## config.mk

```make
export PLATFORM = sky130hd
export DESIGN_NAME = chtx_mod
export DESIGN_NICKNAME = d
export VERILOG_FILES = /design/src/hw/rtl/chtx_pkg.sv /design/src/hw/rtl/chtx_mod.sv
export SDC_FILE = /design/constraint.sdc
export NUM_CORES = 1
export LEC_CHECK = 0
export ABC_CLOCK_PERIOD_IN_PS = 3300
export BUFFER_PORTS_ARGS = -buffer_cell sky130_fd_sc_hd__buf_2
export CORE_UTILIZATION = 26
export CTS_BUF_LIST = sky130_fd_sc_hd__clkbuf_4
export CTS_CLUSTER_DIAMETER = 80
export DETAILED_ROUTE_END_ITERATION = 10
export GPL_TIMING_DRIVEN = 0
export PLACE_DENSITY = 0.55
export SYNTH_ARGS = -nofsm -noshare
export SYNTH_HDL_FRONTEND = slang
export SYNTH_SLANG_ARGS = --single-unit
export TNS_END_PERCENT = 100
```

## constraint.sdc

```tcl
create_clock -name clk -period 3.3 [get_ports clk]
set_input_delay 0.33 -clock clk [delete_from_list [all_inputs] [get_ports clk]]
set_output_delay 0.33 -clock clk [all_outputs]
set_load 0.03 [all_outputs]
```

## src/hw/rtl/chtx_pkg.sv

```systemverilog
// Package: shared widths, opcodes and status codes of the chained hash table.
`default_nettype none
package chtx_pkg;
  localparam int KEY_W   = 31;
  localparam int VAL_W   = 64;
  localparam int LIFE_W  = 32;
  localparam int CFG_W   = 6;
  localparam int BCNT_RESET = 20;

  typedef enum logic [1:0] {
    OP_INSERT = 2'd0,
    OP_DELETE = 2'd1,
    OP_LOOKUP = 2'd2,
    OP_TICK   = 2'd3
  } op_t;

  typedef enum logic [1:0] {
    ST_OK      = 2'd0,
    ST_MISS    = 2'd1,
    ST_EXPIRED = 2'd2,
    ST_FULL    = 2'd3
  } status_t;
endpackage
`default_nettype wire

```

## src/hw/rtl/chtx_mod.sv

```systemverilog
// Bit-serial restoring remainder unit: key modulo bucket count.
`default_nettype none
module chtx_mod (
  input  wire logic                         clk,
  input  wire logic                         rst_n,
  input  wire logic                         start,
  input  wire logic [chtx_pkg::KEY_W-1:0]   dividend,
  input  wire logic [chtx_pkg::CFG_W-1:0]   divisor,
  output logic                              done,
  output logic      [chtx_pkg::CFG_W-1:0]   rem
);
  import chtx_pkg::*;

  logic [KEY_W-1:0]  dvd_r;
  logic [CFG_W-1:0]  dvs_r;
  logic [CFG_W-1:0]  rem_r;
  logic [4:0]        cnt_r;
  logic              busy_r;
  logic              done_r;
  logic [CFG_W:0]    shifted;
  logic [CFG_W-1:0]  rem_nxt;

  always_comb begin
    shifted = {rem_r, dvd_r[cnt_r]};
    if (shifted >= {1'b0, dvs_r}) begin
      rem_nxt = CFG_W'(shifted - {1'b0, dvs_r});
    end else begin
      rem_nxt = shifted[CFG_W-1:0];
    end
  end

  always_ff @(posedge clk) begin
    if (!rst_n) begin
      busy_r <= 1'b0;
      done_r <= 1'b0;
      rem_r  <= '0;
      cnt_r  <= '0;
    end else begin
      done_r <= 1'b0;
      if (start) begin
        rem_r  <= '0;
        cnt_r  <= 5'(KEY_W - 1);
        busy_r <= 1'b1;
      end else if (busy_r) begin
        rem_r <= rem_nxt;
        cnt_r <= cnt_r - 5'd1;
        if (cnt_r == 5'd0) begin
          busy_r <= 1'b0;
          done_r <= 1'b1;
        end
      end
    end
  end

  always_ff @(posedge clk) begin
    if (start) begin
      dvd_r <= dividend;
      dvs_r <= divisor;
    end
  end

  assign done = done_r;
  assign rem  = rem_r;
endmodule
`default_nettype wire

```

Yosys cells after proc, flatten, opt, wreduce, memory -nomap -nowiden
Cells that the tools add are included.
{"block": "word_totals", "elab_cells": 26, "ff_bits": 50, "out_inout_bits": 7}
{"block": "op_classes", "muxes": 9, "bitwise_logic": 2, "addsub": 2, "reduce_logical": 4, "magnitude_cmp": 2}
{"op": "two-way mux 5 bit", "n": 2}
{"op": ">= comparator 7 x 6 -> 1 bit", "n": 1}
{"op": "less-than comparator 5 x 6 -> 1 bit, second input constant", "n": 1}
{"op": "two-way mux 6 bit", "n": 1}
{"op": "subtractor 6 bit", "n": 1}
{"op": "binary-select mux 1 bit (select 5 bit)", "n": 1}
{"op": "logical NOT 5 bit", "n": 1}
{"op": "two-way mux 1 bit", "n": 5}
{"op": "subtractor 5 x 1 -> 5 bit, second input constant", "n": 1}
{"op": "OR reduction 3 bit", "n": 1}
{"op": "inverter 1 bit", "n": 2}
{"op": "nonzero test 2 bit", "n": 1}
{"op": "OR reduction 2 bit", "n": 1}

Depth between registers and ports, before layout
{"block": "depth", "word_depth": 4, "mapped_depth": 14}

Least setup slack after synthesis
No wires, ideal clock.
{"block": "synth_path", "path_kind": "register -> register", "startpoint": "register cnt_r[0]", "endpoint": "register rem_r[1] (netlist: rem[1])", "path_stages_with_launch": 13, "period_less_slack_ps": 2769, "required_time_ps": 3225, "path_buffers": 1, "slack_ps": 531, "arrival_ps": 2695, "setup_time_ps": 75, "cell_sequence": "dfxtp_1 > buf_4 > mux4_2 > nor2_1 > nand4b_1 > and4_4 > ha_1 > nor2b_4 > o31a_1 > o31a_1 > nor2_2 > mux2_1 > o22ai_1"}
{"block": "synth_via", "elab_chain_cells": 4, "word_cells_on_any_way": 5, "cone_classes": "add/sub (1); order compare (1); mux (3)"}
{"element": "from (decl)", "line_no": "chtx_mod.sv:17", "text": "logic [4:0] cnt_r;"}
{"element": "from (signal assigned)", "line_no": "chtx_mod.sv:42", "text": "cnt_r <= 5'(KEY_W - 1);"}
{"element": "from (signal assigned)", "line_no": "chtx_mod.sv:46", "text": "cnt_r <= cnt_r - 5'd1;"}
{"element": "binary-select mux 1 bit (select 5 bit) (*)", "line_no": "chtx_mod.sv:24", "text": "shifted = {rem_r, dvd_r[cnt_r]};"}
{"element": "two-way mux 1 bit (implied by the code) (*)", "line_no": "chtx_mod.sv:24"}
{"element": "subtractor 6 bit or >= comparator 7 x 6 -> 1 bit (tied branches)", "line_no": "chtx_mod.sv:26, chtx_mod.sv:25"}
{"element": "two-way mux 6 bit (*)", "line_no": "chtx_mod.sv:25", "text": "if (shifted >= {1'b0, dvs_r}) begin"}
{"element": "to (signal assigned)", "line_no": "chtx_mod.sv:45", "text": "rem_r <= rem_nxt;"}
{"element": "to (decl)", "line_no": "chtx_mod.sv:16", "text": "logic [CFG_W-1:0] rem_r;"}
Mark *: on every way between the ends. The rest lies on a longest branch, timed or not. The select of a mux whose other input is x is not followed.
A chain may end at the register's enable or synchronous reset.

Final worst setup path
Ends and elaborated chain as after synthesis.

==> results.md <==
| Quantity | This run |
|---|---|
| Status | completed |
| Total number of nets in the final design | 275 |
| CP endpoint kind | flop |
| Accumulated negative setup slack | 0 ns |
| Unrepaired setup endpoints after global routing | no |
| Number of warnings reported in the yosys synthesis log | 0 |
| Leakage Power | 1.09 nW |
| Drt wl/cell | 12.1 um |
| Crit path time final | 3.09 ns |
| # rows | 33 |
| Overall die area | 9120 um^2 |
| Antenna violations before repair | 0 |
| P per Cell Area | 475 nW/um^2 |
| Number of buffers added on ports | 46 |
| Main area contributors after synthesis | edfxtp_1, dfxtp_1, mux2i_1 |
| Critical Setup Path Class | reg -> reg |
| CTS buffer count | 5 |
| Cell at the root of the clock tree | clkbuf_4 |
| R2r startpoint | cnt_r[0] |
| Cell types with the highest counts after synthesis | edfxtp_1, mux2i_1, dfxtp_1 |
| Number of design-rule violations left by the first detailed-router iteration | 40 |
| Syn_area_per_cell | 13.2 um^2 |
| HPWL after DPL | 2980 um |
| Required time of the critical path | 3.60 ns |
| Vias after detailed routing | 1421 |
| Top fanout value on the critical path | 9 |
| Count of final max-slew check failures | 0 |
| Resized Gates After CTS | 0 |
| Pre-CTS worst setup slack | 0.233 ns |
| Biggest area consumer among synthesized cells | edfxtp_1 |
| Number of remaining DRC errors | 0 |
| Placer congestion estimate | 0.778 |
| Syn Inst Count | 172 |
| Number of antenna-violating nets in the routed design | 0 |
| Portion of synthesized cell area occupied by the leading cell type | 48.9% |
| Core footprint | 8340 um^2 |
| Setup violation total in the final timing report | 0 |
| Number of search-and-repair iterations in the first detailed-routing pass | 4 |
| Async set or reset register ratio after synthesis | 0% |
| Crit path arrival time | 3.39 ns |
| Antenna diode instance count | 0 |
| R2R setup slack | 0.21 ns |
| Peak supply drop | 0.166 mV |
| Layout cells sized above 1 | 28.8% |
| Library cell with the highest instance count after synthesis | edfxtp_1 |
| Netlist Area Pre-Place | 2270 um^2 |
| Number of global-route vias before repair | 1364 |
| Hold Startpoint | dividend[21] |
| Delay of the slowest cell on the worst path | 0.52 ns |
| Most congested layer reported by global routing | met2 |
| Post-synth cell types | 42 |
| Met3 layer usage reported by global route | 2.71% |
| Reg-to-reg critical path endpoint | rem[1] |
| Area Overhead vs Synth | 19.3% |
| Global-route track usage on met1 | 13.0% |
| Clock tree from TritonCTS | built |
| Max cap viols | 0 |
| Hold crit path type | in -> reg |
| Worst clock skew | 0.00883 ns |
| Ratio of final minimum period to clock period | 93.7% |
| Boundary pin count | 47 |
| Depth of the worst register-to-register path | 12 |
| Global-route wire length before repair | 6670 um |
| Total routing resource utilization after global routing | 9.78% |
| Initial Utilization | 27.2% |
| Critical Path Most Common Cell | o31a_1 |
| M2 GR Usage | 15.5% |
| Final Hold Violating Endpoints | 0 |
| Worst-Margin Slew | 0.932 ns |
| Endpoint of the worst hold-timing path | dvd_r[21] |
| Total detailed-routing wirelength | 4000 um |
| H-tree levels | 2 |
| GRT Residual Overflow | 0 |
| Post-Syn Nets | 222 |
| Largest buffer count on any clock path | 2 |
| Cell chain of the critical path | buf_4 -> mux4_2 -> nor2_1 -> nand4b_1 -> and4_4 -> ha_1 -> nor2b_4 -> o31a_1 -> o31a_1 -> nor2_2 -> mux2_1 -> o22ai_1 |
| CP Launch Type | flop |
| Max frequency | 323 MHz |
| Count of state elements after synthesis | 50 |
| Slowest cell on crit path | mux4_2 |
| Die extent in x | 95.5 um |
| Most used flip-flop cell after synthesis | edfxtp_1 |
| Number of cells on the worst hold path | 1 |
| Sink count of the clock tree | 50 |
| Clock-pin slew on the worst setup and hold paths | 0.14 ns |
| Post-CTS Setup Bufs | 0 |
| CTS Hold Bufs | 0 |
| Count of flip-flops with a built-in enable after synthesis | 37 |
| Die span in y | 95.5 um |
| Maximum number of pins on one net before global-route repair | 45 |
| Tightest slew margin relative to the limit | 37.9% |
| Clock latency of the later-clocked register in the worst-skew pair | 0.36 ns |
| Register area share after synthesis | 60.4% |
| Worst path setup slack after routing | 0.207 ns |
| Vias/cell | 4.29 |
power breakdown:
group / internal [mW] / switching (mW)
combinational: 0.0973 / 0.103
clock: 0.157 / 0.188
sequential: 0.724 / 0.0180
total: 0.978 / 0.310
kinds of logic after synthesis:
logic type	count (synthesis)	synth area share [%]
xor gates and xnor gates	6	2.31
DFF	50	60.4
adders and majority gates	10	5.84
muxes	17	8.09
buffers and inverters	15	3.52
and+or+nand+nor	37	9.03
AOI/OAI and AO/OA	37	10.8
worst max-delay path by stage:
stage	from	endpoint	depth (start not counted)
floorplan	cnt_r[0]	rem[1]	12
CTS	cnt_r[0]	rem[1]	12
finish	cnt_r[0]	rem[1]	12
detailed placement	cnt_r[0]	rem[1]	12
global route	cnt_r[0]	rem[1]	12
global placement	cnt_r[0]	rem[1]	12
per-layer routing:
layer | wire length (um) | up-vias
met2 | 1770 | 43
met3 | 211 | 5
met1 | 1960 | 637
li1 | - | 736
met5 | 0 | -
met4 | 57 | 0
placed cells by master, fill, tap and decap left out, types with 6 or more instances in the layout:
| cell | n |
|---|---|
| inv_1 | 10 |
| nand2_1 | 9 |
| o21a_1 | 8 |
| buf_2 | 47 |
| ha_1 | 9 |
| nor2_1 | 6 |
| a21oi_1 | 10 |
| mux2i_1 | 15 |
| dfxtp_1 | 13 |
| edfxtp_1 | 37 |
worst max-delay path, delay by kind of cell, from the launching register on:
kind                     cells  cell delay, ns
buffers and inverters        1            0.16
AO/OA/AOI/OAI                3            0.70
flip-flops                   1            0.33
AND/OR/NAND/NOR              5            0.77
multiplexers                 2            0.88
adder cells (fa/ha/maj)      1            0.20
registers in the layout (all words and copies together), names as in the netlist:
register  cells
busy_r        1
cnt_r         5
dvs_r         6
dvd_r        31
rem           6
done          1
layout make-up:
type / count / area (um^2)
buffer: 5 / 42.5
clock buffer: 5 / 37.5
clock inverter: 3 / 40.0
fill: 854 / 5630
inverter: 10 / 37.5
multi-input combinational: 107 / 821
sequential: 50 / 1370
tap: 105 / 131
timing repair buffer: 46 / 230
metrics by stage:
step / area [um^2] / total power [mW] / util, % / cells / hold WS [ns]
after global placement: 2630 / 0.960 / 31.6 / 323 / 0.489
final: 2710 / 1.29 / 32.5 / 331 / 0.130
after floorplan: 2270 / 0.890 / - / 172 / 0.429
after CTS: 2710 / 1.31 / 32.5 / 331 / 0.109
after global routing: 2710 / 1.36 / 32.5 / 331 / 0.0954
after detailed placement: 2630 / 0.961 / 31.6 / 323 / 0.487
Power figures use the tool's default switching activity.
