### src/hw/rtl/chtx_ram.sv
// Generic single-write, single-read RAM with registered read data.
`default_nettype none
module chtx_ram #(
  parameter int WIDTH = 8,
  parameter int DEPTH = 2
) (
  input  wire logic                                     clk,
  input  wire logic                                     we,
  input  wire logic [((DEPTH > 1) ? $clog2(DEPTH) : 1)-1:0] waddr,
  input  wire logic [WIDTH-1:0]                         wdata,
  input  wire logic [((DEPTH > 1) ? $clog2(DEPTH) : 1)-1:0] raddr,
  output logic      [WIDTH-1:0]                         rdata
);
  logic [WIDTH-1:0] mem [DEPTH];

  always_ff @(posedge clk) begin
    if (we) begin
      mem[waddr] <= wdata;
    end
    rdata <= mem[raddr];
  end
endmodule
`default_nettype wire

### config.mk
export PLATFORM = sky130hd
export DESIGN_NAME = chtx_ram
export DESIGN_NICKNAME = d
export VERILOG_FILES = /design/src/hw/rtl/chtx_ram.sv
export SDC_FILE = /design/constraint.sdc
export NUM_CORES = 1
export LEC_CHECK = 0
export BUFFER_PORTS_ARGS = -buffer_cell sky130_fd_sc_hd__buf_4
export CORE_MARGIN = 3
export CORE_UTILIZATION = 40
export CTS_CLUSTER_SIZE = 14
export DETAILED_ROUTE_END_ITERATION = 12
export SLEW_MARGIN = 20
export SYNTH_ARGS = -nofsm -noshare
export SYNTH_HDL_FRONTEND = slang
export SYNTH_SLANG_ARGS = --single-unit
### constraint.sdc
create_clock -name clk -period 2.38 [get_ports clk]
set_input_delay 0.357 -clock clk [delete_from_list [all_inputs] [get_ports clk]]
set_output_delay 0.357 -clock clk [all_outputs]
set_load 0.03 [all_outputs]
== Yosys cells after proc, flatten, opt, wreduce, memory -nomap -nowiden ==
Memories as Yosys holds them, arrays and structs flattened. A register that Yosys moved wholly into a read port is not among the register bits.
Index checks and enable logic that the tools add are counted.

* Muxes and demuxes: 2

{| class="wikitable"
|+ Operator list
! cell !! count
|-
| two-way mux 1 bit || 2
|}

* Input bits: 12
* Logic and storage cells: 3
* Memories: 1
* Output and inout port bits: 8
* Flip-flop bits (word level): 0
* RAM bits: 16

{| class="wikitable"
|+ Memory list
! name !! words !! width !! rd ports !! clocked after memory_dff !! write ports !! line !! source
|-
| mem || 2 || 8 || 1 || 1 || 1 || 14 || <nowiki>logic [WIDTH-1:0] mem [DEPTH];</nowiki>
|}

== Longest topological paths before layout ==
Gate-level depths: netlist (run 1).

* Depth in word-level cells: 2
* Depth in mapped cells: 2
* Gate-level depth less buffers: 1

== Worst setup path after synthesis (run 1) ==
OpenSTA, ideal clock, no wires.

* Path type: input-to-reg
* Start point: input port we
* End point: memory mem[0][0], enable pin
* Setup time: 373 ps
* Path buffers: 0
* Required time: 2007 ps
* Slack: 1230 ps
* Stages on the path: 1
* Data arrival time: 777 ps
* Cells stage by stage: nor2b_1

* Word-level cells in the longest chain between the ends: 2

{| class="wikitable"
|+ Ends and longest elaborated chain
! what !! line !! source
|-
| start, declared || 8 || <nowiki>input wire logic we,</nowiki>
|-
| two-way mux 1 bit || 17 || <nowiki>if (we) begin</nowiki>
|-
| two-way mux 1 bit (implied by the code) || 18 || <nowiki>mem[waddr] <= wdata;</nowiki>
|-
| end, declared || 14 ||
|}

No other way between the ends.

== Worst setup path in the final report (run 1) ==
* Start point: register rdata[4] (read register of mem)
* End point: output port rdata[4]

{| class="wikitable"
|+ RTL lines
! what !! line !! source
|-
| start, declared || 12 || <nowiki>output logic [WIDTH-1:0] rdata</nowiki>
|}

No word-level cell between the ends.

==> impl_metrics.toml, run 1 <==
[status]
outcome = "completed"

[timing]
fin_skew_ns = 0.00637
finalSetupViolations = 0
drv_slew = 0
hold_viol_final = 0
post-route-period-util_pct = 48.1
fin_setup_tns_ns = 0
rsz0062_at_grt = "false"
max_freq_mhz = 873
tightest_slew_ns = 0.649
period_minus_slack_ns = 1.15
relSlewSlack_pct = 56.6
worst_slack_ns = 1.23

[power_and_ir_drop]
power_mw = 0.745
power_switching_mw = 0.162
p_per_area_nw_per_um2 = 766
seqPwrFrac_pct = 65.1
p_leak_nw = 0.395
clkPwrFrac_pct = 22.8
peakVddDrop_mv = 0.448
p_int_mw = 0.584
sw_frac_of_total_pct = 21.7
comb_power_share_pct = 12.1

[yosys]
seq_area_frac_synth_pct = 81.7
synth_nets = 47
synth_cells = 35
syn_area_per_cell_sq_um = 22.4
synth_seq_cells = 24
synth_cell_type_count = 6
ys_warn_count = 0
netlist_area_sq_um = 785

[setup_path]
cp.depth = 1
timing.critical_path.from = "rdata[4]"
startpoint_type = "flop"
reg2reg_slack_ns = 1.62
endpoint_kind = "primary output"
cp-endpoint = "rdata[4]"
cp.required_ns = 2.02
worstReg2RegStart = "mem[0][4]"
critPathTopFamily = "flip-flops"
worstPathCellList = "buf_4"
cpMaxStageDelayCell = "dfxtp_1"
critPathMaxStageDelay_ns = 0.33
worst_r2r_endpoint = "rdata[4]"
arrival_ns = 0.79
path_class = "flop to primary output"
critPathMaxFanout = 1
path_buf_inv = 1
r2r_cells = 1

[placement]
pre_cts_slack_ns = 1.00
io_buffers = 19
postPlaceCellArea_sq_um = 947
place.gp.congestion = 0.595

[final_layout]
syn_to_final_growth_pct = 24.1
antenna_cells = 0
fillers = 143
drive_gt1_share_pct = 52.6
final_cell_area_sq_um = 973
num-nets-final = 70

[grt]
met1_usage_pct = 9.71
grt_use_total_pct = 9.42
grt_max_degree = 14
grt_pass1_vias = 383
grt_pass1_wl_um = 1700
gr-total-overflow = 0
antenna_found_initial = 0
grt-busiest-layer = "met2"
globalRouteMet2Util_pct = 16.5
grtUsageMet3_pct = 3.86

[drt]
wl_um = 1010
wl_per_cell_um = 12.3
drc = 0
drtIter0Drc = 3
dr.pass1.iters = 3
viasPerCell = 4.27
drtAntennaViolNets = 0
num_vias = 350

[clock_tree]
htree_levels = 1
clkTransAtPathRegs_ns = 0.12
postCtsSetupBuffers = 0
tritoncts = "done"
clock_sinks = 24
postCtsResizedCells = 0
cts_buffers = 3
cts_hold_buf = 0
cts-root-buf = "clkbuf_4"
clockBufferDepth = 2
clk_latency_ns = 0.30

[floorplanning]
io_pins = 20
coreArea_sq_um = 1780
start_util_pct = 44.0
die_h_um = 50.3
rows = 15
die_w_um = 50.3
die_area_sq_um = 2530

[flow_run]
cap_violations = 0

[worst_hold_path]
hold_class = "input port to flop"
[worst min path at each step]
| stage | slack, ns | cells after the start | endpoint | startpoint |
|---|---|---|---|---|
| 4_1_cts | 0.22 | 1 | mem[0][0] | wdata[0] |
| 6_report | 0.23 | 1 | mem[0][0] | wdata[0] |
| 5_1_grt | 0.20 | 1 | mem[1][0] | wdata[0] |
| 3_5_place_dp | 0.46 | 1 | rdata[1] | mem[0][1] |
| 3_3_place_gp | 0.45 | 1 | rdata[7] | mem[1][7] |
| 2_1_floorplan | 0.45 | 1 | rdata[0] | mem[1][0] |
[per-layer routing]
layer | up-vias | routed length (um)
met2 | 11 | 580
met1 | 167 | 353
met5 | - | 0
li1 | 172 | -
met4 | 0 | 0
met3 | 0 | 73
[metrics by stage]
stage	hold WS (ns)	util (%)	instances
floorplan	0.452	-	35
global placement	0.453	53.1	78
detailed placement	0.459	53.1	78
CTS	0.222	54.6	82
global route	0.204	54.6	82
finish	0.230	54.6	82
[logic make-up (layout without fill, tap and decap cells)]
family                 count (synthesis)  after routing  synth area share, %
muxes                                  8              8                 15.3
buffers and inverters                  1             23                 1.44
DFF                                   24             24                 81.7
and+or+nand+nor                        2              2                 1.60
[flip-flops by register name (all words and copies together) (netlist names)]
signal,flops
mem,16
rdata,8
[power by group through the flow]
stage | clock [mW] | sequential [mW] | combinational, mW
2_1_floorplan | 0 | 0.519 | 0.0287
3_3_place_gp | 0 | 0.494 | 0.0897
3_5_place_dp | 0 | 0.496 | 0.0913
4_1_cts | 0.178 | 0.486 | 0.0913
5_1_grt | 0.198 | 0.489 | 0.0954
6_report | 0.170 | 0.485 | 0.0901
[cells in the final DEF, fill, tap and decap left out]
master,instances
buf_4,19
edfxtp_1,16
mux2_4,8
dfxtp_1,8
clkbuf_4,3
nor2b_1,1
and2_1,1
clkinv_1,1
[cells in the mapped netlist]
cell type | count | area share, %
buf_6 | 1 | 1.4
dfxtp_1 | 8 | 20
mux2_4 | 8 | 15
edfxtp_1 | 16 | 61
and2_1 | 1 | 0.80
nor2b_1 | 1 | 0.80
[cell type report]
type	instances	area, sq um	share of cell area [%]
flip-flops and latches	24	641	65.8
clock inverters	1	3.75	0.386
clock buffers	3	22.5	2.31
repair buffers	19	143	14.7
multi-input cells	10	133	13.6
well taps	25	31.3	3.21
No activity file was read; power rests on OpenSTA's default activity.
==> run 2, diff against run 1 <==
Clock period 2.38 ns to 1.1 ns, I/O delays scaled along.
==> run 2 against run 1 <==
Via count up 3.1%. Clock-buffer cell count unchanged. Clock power increased by 110%. First-iteration DRC count decreased by 33%. Combinational power grew 120%. Cell area up 1.2%. Core utilization rose by 0.63 points. Sequential share of layout area decreased by 0.75 points. Die area did not move. Sequential cell count unchanged. Worst setup slack worse by 1.1 ns. Critical path depth unchanged. Largest cell class unchanged. Largest power group unchanged.
==> impl_metrics.toml, run 2 (synthesis results as in run 1) <==
[setup_path]
worst_r2r_endpoint = "rdata[4]"
worstPathCellList = "buf_4"
r2r_cells = 1
critPathMaxStageDelay_ns = 0.33
endpoint_kind = "primary output"
cpMaxStageDelayCell = "dfxtp_1"
cp.required_ns = 0.94
startpoint_type = "flop"
worstReg2RegStart = "mem[0][4]"
arrival_ns = 0.78
path_class = "flop to primary output"
path_buf_inv = 1
reg2reg_slack_ns = 0.34
critPathTopFamily = "flip-flops"
critPathMaxFanout = 1

[status]
outcome = "completed"

[power_and_ir_drop]
p_per_area_nw_per_um2 = 1630
p_leak_nw = 0.404
power_mw = 1.60
peakVddDrop_mv = 0.793

[drt]
met1_length_um = 403
wl_um = 1050
top_layer_used = "met3"
viasPerCell = 4.35
drtAntennaViolNets = 0
wl_per_cell_um = 12.7
drtIter0Drc = 2
drc = 0
wl_met2_um = 596
dr.pass1.iters = 2
dr_wl_met3_um = 54
num_vias = 361

[timing]
hold_viol_final = 0
rsz0062_at_grt = "false"
relSlewSlack_pct = 75.8
fin_setup_tns_ns = 0
period_minus_slack_ns = 0.943
max_freq_mhz = 1060
tightest_slew_ns = 0.363
drv_slew = 0
fin_hold_ws_ns = 0.0437
finalSetupViolations = 0
post-route-period-util_pct = 85.7
fin_skew_ns = 0.00233

[clock_tree]
tritoncts = "done"
postCtsSetupBuffers = 0
clock_sinks = 24
clkTransAtPathRegs_ns = 0.11
clk_latency_ns = 0.30
cts_buffers = 3
htree_levels = 1
clockBufferDepth = 2
cts-root-buf = "clkbuf_4"
postCtsResizedCells = 0
cts_hold_buf = 0

[floorplanning]
die_w_um = 50.3
io_pins = 20
die_area_sq_um = 2530
start_util_pct = 44.0
die_h_um = 50.3
coreArea_sq_um = 1780
rows = 15

[final_layout]
largest_reg_flops = 16
final_cell_mix = "buf_4, edfxtp_1, mux2_4, dfxtp_1, clkbuf_4"
antenna_cells = 0
largest_register = "mem"
post-route-util_pct = 55.2
final_common_cell = "buf_4"
drive_gt1_share_pct = 55.2
reg_top3 = "mem: 16 flops, rdata: 8 flops"
stdcell_count = 83
syn_to_final_growth_pct = 25.5
num-nets-final = 72

[placement]
place.gp.congestion = 0.601
dp_cells = 80
io_buffers = 19

[grt]
grt_use_total_pct = 8.91
gr-total-overflow = 0
antenna_found_initial = 0
grt_pass1_vias = 371
grt_pass1_wl_um = 1550
grt_max_degree = 13

[flow_run]
cap_violations = 0

[worst_hold_path]
hold_depth = 1
min_to = "mem[1][2]"
hold_class = "input port to flop"
worstHoldStart = "wdata[2]"
## run 2: changes by cell type in the layout (fill, tap and decap cells not counted)
cell | previous run | this run
buf_4 | 19 | 21
clkinv_1 | 1 | 0
## run 2: how the worst max path moves through the flow
stage / startpoint / cells past startpoint / slack (ns) / to
6_report: rdata[6] / 1 / 0.16 / rdata[6]
5_1_grt: rdata[3] / 1 / 0.1 / rdata[3]
4_1_cts: rdata[3] / 1 / 0.14 / rdata[3]
3_5_place_dp: waddr / 2 / 0.14 / mem[1][5]
3_3_place_gp: waddr / 2 / 0.19 / mem[1][1]
2_1_floorplan: we / 1 / 0.14 / mem[0][0]
## run 2: final cells by class
class / instances / area, sq um
fillers: 148 / 798
repair buffers: 21 / 158
well taps: 25 / 31.3
flip-flops and latches: 24 / 641
clock buffers: 3 / 22.5
multi-input cells: 10 / 133
## run 2: where the power goes
group | internal, mW | switching (mW) | leakage, nW | total, mW
Clock | 0.127 | 0.224 | 0.0138 | 0.351
Combinational | 0.103 | 0.0989 | 0.172 | 0.202
Sequential | 1.03 | 0.0167 | 0.218 | 1.05
Total | 1.26 | 0.339 | 0.404 | 1.60
## run 2: metal layers
metal	up-vias	track usage [%]
li1	175	-
met2	11	16.5
met3	0	2.67
met4	0	5.53
met1	175	8.35
met5	-	0
## run 2: per-stage QoR
stage          instance area [sq um]  worst slack [ns]
2_1_floorplan                    785             0.142
3_3_place_gp                     962             0.192
3_5_place_dp                     962             0.143
4_1_cts                          985             0.141
5_1_grt                          985            0.0955
6_report                         985             0.157
